===== config.mk =====
export PLATFORM = sky130hd
export DESIGN_NAME = tca_queue
export DESIGN_NICKNAME = d
export VERILOG_FILES = /design/src/tca_pkg.sv /design/src/tca_queue.sv
export SDC_FILE = /design/constraint.sdc
export NUM_CORES = 1
export LEC_CHECK = 0
export ABC_AREA = 1
export BUFFER_PORTS_ARGS = -buffer_cell sky130_fd_sc_hd__buf_2
export CAP_MARGIN = 0
export CORE_MARGIN = 2
export CORE_UTILIZATION = 55
export CTS_BUF_LIST = sky130_fd_sc_hd__clkbuf_16
export DETAILED_ROUTE_END_ITERATION = 6
export PLACE_DENSITY_LB_ADDON = 0.2
export SYNTH_ARGS = -nofsm -noshare
export SYNTH_HDL_FRONTEND = slang
export SYNTH_SLANG_ARGS = --single-unit

===== constraint.sdc =====
create_clock -name clk -period 1.8 [get_ports clk]
set_input_delay 0.09 -clock clk [delete_from_list [all_inputs] [get_ports clk]]
set_output_delay 0.09 -clock clk [all_outputs]
set_load 0.01 [all_outputs]

===== src/tca_pkg.sv =====
// Package for the triangle classifier and area block.
// Holds the kind codes and the fixed widths of the result fields; no dependencies.
package tca_pkg;

	localparam int KIND_W    = 3;
	localparam int PERIM_W   = 18;
	localparam int AREA_W    = 31;
	localparam int QUEUE_DEPTH = 8;
	localparam int QCNT_W    = $clog2(QUEUE_DEPTH + 1);

	localparam logic [KIND_W-1:0] KIND_NONE      = 3'd0;
	localparam logic [KIND_W-1:0] KIND_EQUI      = 3'd1;
	localparam logic [KIND_W-1:0] KIND_RIGHT_ISO = 3'd2;
	localparam logic [KIND_W-1:0] KIND_ISO       = 3'd3;
	localparam logic [KIND_W-1:0] KIND_RIGHT     = 3'd4;
	localparam logic [KIND_W-1:0] KIND_SCALENE   = 3'd5;

endpackage


===== src/tca_queue.sv =====
// Small queue between the front and back ends.
// Register file with read and write pointers; depends on tca_pkg.
module tca_queue import tca_pkg::*; #(
	parameter int EW = 8
) (
	input  logic              clk,
	input  logic              arst_n,
	input  logic              wr,
	input  logic [EW-1:0]     wr_data,
	input  logic              rd,
	output logic [EW-1:0]     rd_data,
	output logic              nonempty,
	output logic [QCNT_W-1:0] count
);
	localparam int PW = $clog2(QUEUE_DEPTH);

	logic [EW-1:0]     mem_q [QUEUE_DEPTH];
	logic [PW-1:0]     wp_q, rp_q;
	logic [QCNT_W-1:0] cnt_q;

	always_ff @(posedge clk or negedge arst_n) begin
		if (!arst_n) begin
			wp_q  <= '0;
			rp_q  <= '0;
			cnt_q <= '0;
		end else begin
			if (wr)
				wp_q <= wp_q + 1'b1;
			if (rd)
				rp_q <= rp_q + 1'b1;
			if (wr && !rd)
				cnt_q <= cnt_q + 1'b1;
			else if (rd && !wr)
				cnt_q <= cnt_q - 1'b1;
		end
	end

	always_ff @(posedge clk) begin
		if (wr)
			mem_q[wp_q] <= wr_data;
	end

	assign rd_data  = mem_q[rp_q];
	assign nonempty = cnt_q != '0;
	assign count    = cnt_q;

	property p_no_overflow;
		@(posedge clk) disable iff (!arst_n) cnt_q <= QCNT_W'(QUEUE_DEPTH);
	endproperty
	a_no_overflow: assert property (p_no_overflow) else $error("queue count beyond depth");

	property p_no_underflow;
		@(posedge clk) disable iff (!arst_n) rd |-> cnt_q != '0;
	endproperty
	a_no_underflow: assert property (p_no_underflow) else $error("read from empty queue");

	property p_no_overfill;
		@(posedge clk) disable iff (!arst_n) (wr && !rd) |-> cnt_q < QCNT_W'(QUEUE_DEPTH);
	endproperty
	a_no_overfill: assert property (p_no_overfill) else $error("write into full queue");

endmodule


After elaboration in Yosys (flattened, before gate mapping). Memory sizes are Yosys's and may differ from the RTL's. Cells that the tools add are included.

$add $sub $neg: 4. Multiplexer cells: 4. Reduce and logical (&&, ||, !) cells: 6.

Operators by type and width (count): 4-bit 2-to-1 mux (2); 3-bit by 1-bit adder with 3-bit output (second input constant) (2); 4-bit by 1-bit adder with 4-bit output (second input constant) (1); 4-bit nonzero test (1); 4-bit by 1-bit subtractor with 4-bit output (second input constant) (1); 1-bit logical AND (2); 1-bit zero test (2); 1-bit 2-to-1 mux (2); 2-bit nonzero test (1).

Register bits after elaboration: 10. Memory bits (writable): 64. Input port bits: 12. Output and inout bits: 13. Memories kept: 1.

Memories: mem_q (words 8, width 8, rd ports 1, clocked after memory_dff 0, wr ports 1, RTL line tca_queue.sv:17) `logic [EW-1:0] mem_q [QUEUE_DEPTH];`.

Logic depth before layout (Yosys ltp).
Word-level depth: 4. Gate-level depth with buffers: 10.

Worst setup path before layout. Ideal clock, no wire load.

Path kind: register to register. Start: register wp_q[0]. End: memory mem_q[0][0], enable pin. Setup time: 0.370 ns. Data arrival time: 1.098 ns. Slack: 0.332 ns. Cell stages (with the launch flop): 3. Buffers on the path: 0. Path through: dfrtp_1 or2_2 nor2_1.

RTL lines: from (decl) (RTL line tca_queue.sv:18) `logic [PW-1:0] wp_q, rp_q;`; from (signal assigned) (RTL line tca_queue.sv:28) `wp_q <= wp_q + 1'b1;`; to (decl) (RTL line tca_queue.sv:17).

Straight into the memory's write port.

Worst setup path in the final report.
Start: register rp_q[2]. End: output port rd_data[2].

Cells in the longest elaborated chain, start to end: 1.

Ends and longest elaborated chain: from (decl) (RTL line tca_queue.sv:18); from (signal assigned) (RTL line tca_queue.sv:30) `rp_q <= rp_q + 1'b1;`; memory 8 x 8 bit; to (decl) (RTL line tca_queue.sv:11) `output logic [EW-1:0] rd_data,`.

Every way passes these cells.

==> flow_metrics.py <==
metrics = {
    "timing": {
        "grt_setup_unrepaired": "no",
        "worst_pin_slew_ns": 0.458,
        "fin_tns_setup_ns": 0,
        "clock_skew_ns": 0.00635,
        "max_freq_mhz": 595,
        "max_slew_margin": 0.695,
        "min_period_over_period": 0.933,
        "hold_viol": 0,
        "finalSetupViolations": 0,
        "maxSlewViolCount": 0,
        "period_minus_slack_ns": 1.68,
    },
    "clock_tree": {
        "cts_tree": "built",
        "numClockSinks": 74,
        "cts_max_path_buffers": 2,
        "cts_htree_levels": 3,
        "cts_root_buf": "clkbuf_16",
        "clk_latency_ns": 0.33,
        "cts_buffers": 9,
        "clk_pin_slew_ns": 0.05,
    },
    "worst_setup_path": {
        "crit_required_ns": 1.71,
        "arrival_ns": 1.59,
        "worst_setup_path_start_kind": "flip-flop",
        "r2r_slack_ns": 0.42,
        "critPathMaxFanout": 10,
        "r2r-start": "wp_q[2]",
        "r2r_cells": 3,
        "crit_path_end_kind": "output port",
        "r2r-end": "mem_q[7][1]",
        "crit_type": "flip-flop to output port",
    },
    "placement": {
        "dp.cells": 390,
        "port_buffers": 24,
        "dp_hpwl_um": 4080,
        "gp_congestion": 0.791,
    },
    "cells_and_area": {
        "fin_util": 0.663,
        "instances_no_fill": 407,
        "final_common_cell": "nand2_1",
        "final-seq-area_sq_um": 2170,
        "multi_input_area_sq_um": 862,
        "syn_to_final_growth_pct": 15.1,
        "n_antenna_cell": 0,
        "final_cell_mix": "115 x nand2_1, 64 x edfxtp_1, 27 x nor2_1, 24 x buf_2, 19 x o21ai_0",
        "nNetsFinal": 348,
        "fillerInstances": 435,
        "final_layout_size_suffix_gt1_frac": 0.164,
    },
    "die": {
        "rows": 27,
        "io_pins": 25,
        "core-area_sq_um": 5570,
        "fp.dieArea_sq_um": 6460,
        "fp.dieW_um": 80.4,
        "start_util": 0.576,
        "die_h_um": 80.4,
    },
    "grt": {
        "overflow": 0,
        "grtUsageTotal": 0.222,
        "grt_max_degree": 33,
        "antenna_found_initial": 0,
        "grt_pass1_wl_um": 10200,
        "first_global_vias": 2038,
    },
    "route": {
        "wl_per_cell_um": 15.6,
        "wl_um": 6330,
        "drc": 0,
        "drt_first_pass_iters": 4,
        "drt_iter0_drc": 226,
        "viasPerCell": 5.23,
        "dr_total_vias": 2127,
        "final_antenna_net_count": 0,
    },
    "synth": {
        "synth_warnings": 0,
        "yosysSeqAreaShare": 0.677,
        "synthCells": 291,
        "synth_cell_types": 20,
        "syn-mean-instance-area_sq_um": 11.0,
        "ys_ff_latch": 74,
        "syn_area_sq_um": 3210,
        "synth_nets": 309,
    },
    "worst_hold_path": {
        "hp-start": "rd",
        "hold_end": "rp_q[0]",
        "min_path_type": "input pin to flip-flop",
        "whs_path_depth": 2,
    },
    "power": {
        "ir_worst_vdd_uv": 835,
        "power.static_leakage_nw": 1.55,
        "powerDensity_nw_per_um2": 1600,
    },
    "run": {
        "drv_cap": 0,
    },
    "run_status": {
        "status": "complete, no violations",
    },
}
## state kept, by name, summed over array words and instances (netlist names)
signal,count
mem_q,64
wp_q,3
rp_q,3
count,4
## routing by layer
| layer | part of all wire | vias up | wire, um | track usage |
|---|---|---|---|---|
| li1 | - | 1051 | - | - |
| met1 | 0.43 | 995 | 2750 | 0.294 |
| met2 | 0.48 | 64 | 3060 | 0.348 |
| met3 | 0.053 | 17 | 337 | 0.0404 |
| met4 | 0.028 | 0 | 177 | 0.125 |
| met5 | 0 | - | 0 | 0 |
## timing repair
item	4_1_cts	5_1_grt
buffers inserted	0	0
hold buffers	1	0
setup endpoints to repair	0	8
resized for setup	0	2
endpoints found under the hold margin	10	0
## critical path, cell delays in order (launching register included)
cell and delay, ns:
dfrtp_1 0.62, inv_1 0.29, nand2_1 0.14, nand2_1 0.07, buf_2 0.14
## layout make-up
| class | count | area share |
|---|---|---|
| clock buffers | 9 | 0.0610 |
| clock inverters | 7 | 0.00881 |
| inverters | 13 | 0.0169 |
| multi-input cells | 193 | 0.233 |
| flip-flops and latches | 74 | 0.588 |
| well taps | 72 | 0.0244 |
| repair buffers | 39 | 0.0671 |
## metrics by stage
step / hold slack, ns / worst slack [ns] / instance area (sq um) / total power [mW]
2_1_floorplan: -0.206 / 0.332 / 3210 / 3.89
3_3_place_gp: -0.0318 / 0.269 / 3420 / 4.36
4_1_cts: 0.00528 / 0.0357 / 3690 / 5.94
3_5_place_dp: -0.0268 / 0.266 / 3420 / 4.41
6_report: 0.00557 / 0.120 / 3690 / 5.90
5_1_grt: 0.0180 / 0.0200 / 3690 / 6.33
## kinds of logic (layout without fill, tap and decap cells)
family,Yosys count,count (layout),share of synthesized area
AOI/OAI and AO/OA,36,36,0.0561
xor gates and xnor gates,5,5,0.0136
adders and majority gates,6,6,0.0257
buffers and inverters,24,68,0.0546
DFF,74,74,0.677
and+or+nand+nor,146,146,0.173
## synth_stat cells
library cell	count	area, sq um
nand2_1	115	432
edfxtp_1	64	1920
nor2_1	27	101
o21ai_0	19	95.1
o21ai_1	16	80.1
inv_1	11	41.3
dfrtp_1	10	250
buf_6	6	67.6
ha_1	5	62.6
xor2_1	3	26.3
buf_4	2	15.0
buf_8	2	30.0
nand3_1	2	10.0
or2_2	2	12.5
xnor2_1	2	17.5
a21oi_1	1	5.00
buf_2	1	5.00
clkinv_2	1	5.00
fa_1	1	20.0
inv_8	1	11.3
## power by group
group | internal [mW] | switching, mW
Combinational | 0.761 | 1.26
Sequential | 2.13 | 0.227
Clock | 0.905 | 0.617
Total | 3.80 | 2.10
## how the worst max path moves through the flow
stage / startpoint / end / slack (ns)
5_1_grt: rp_q[0] / rd_data[6] / 0.02
4_1_cts: rp_q[0] / rd_data[6] / 0.04
6_report: rp_q[2] / rd_data[2] / 0.12
3_3_place_gp: rd / count[3] / 0.27
2_1_floorplan: wp_q[0] / mem_q[0][0] / 0.33
3_5_place_dp: rd / count[3] / 0.27
(Power assumes the default switching activity.)
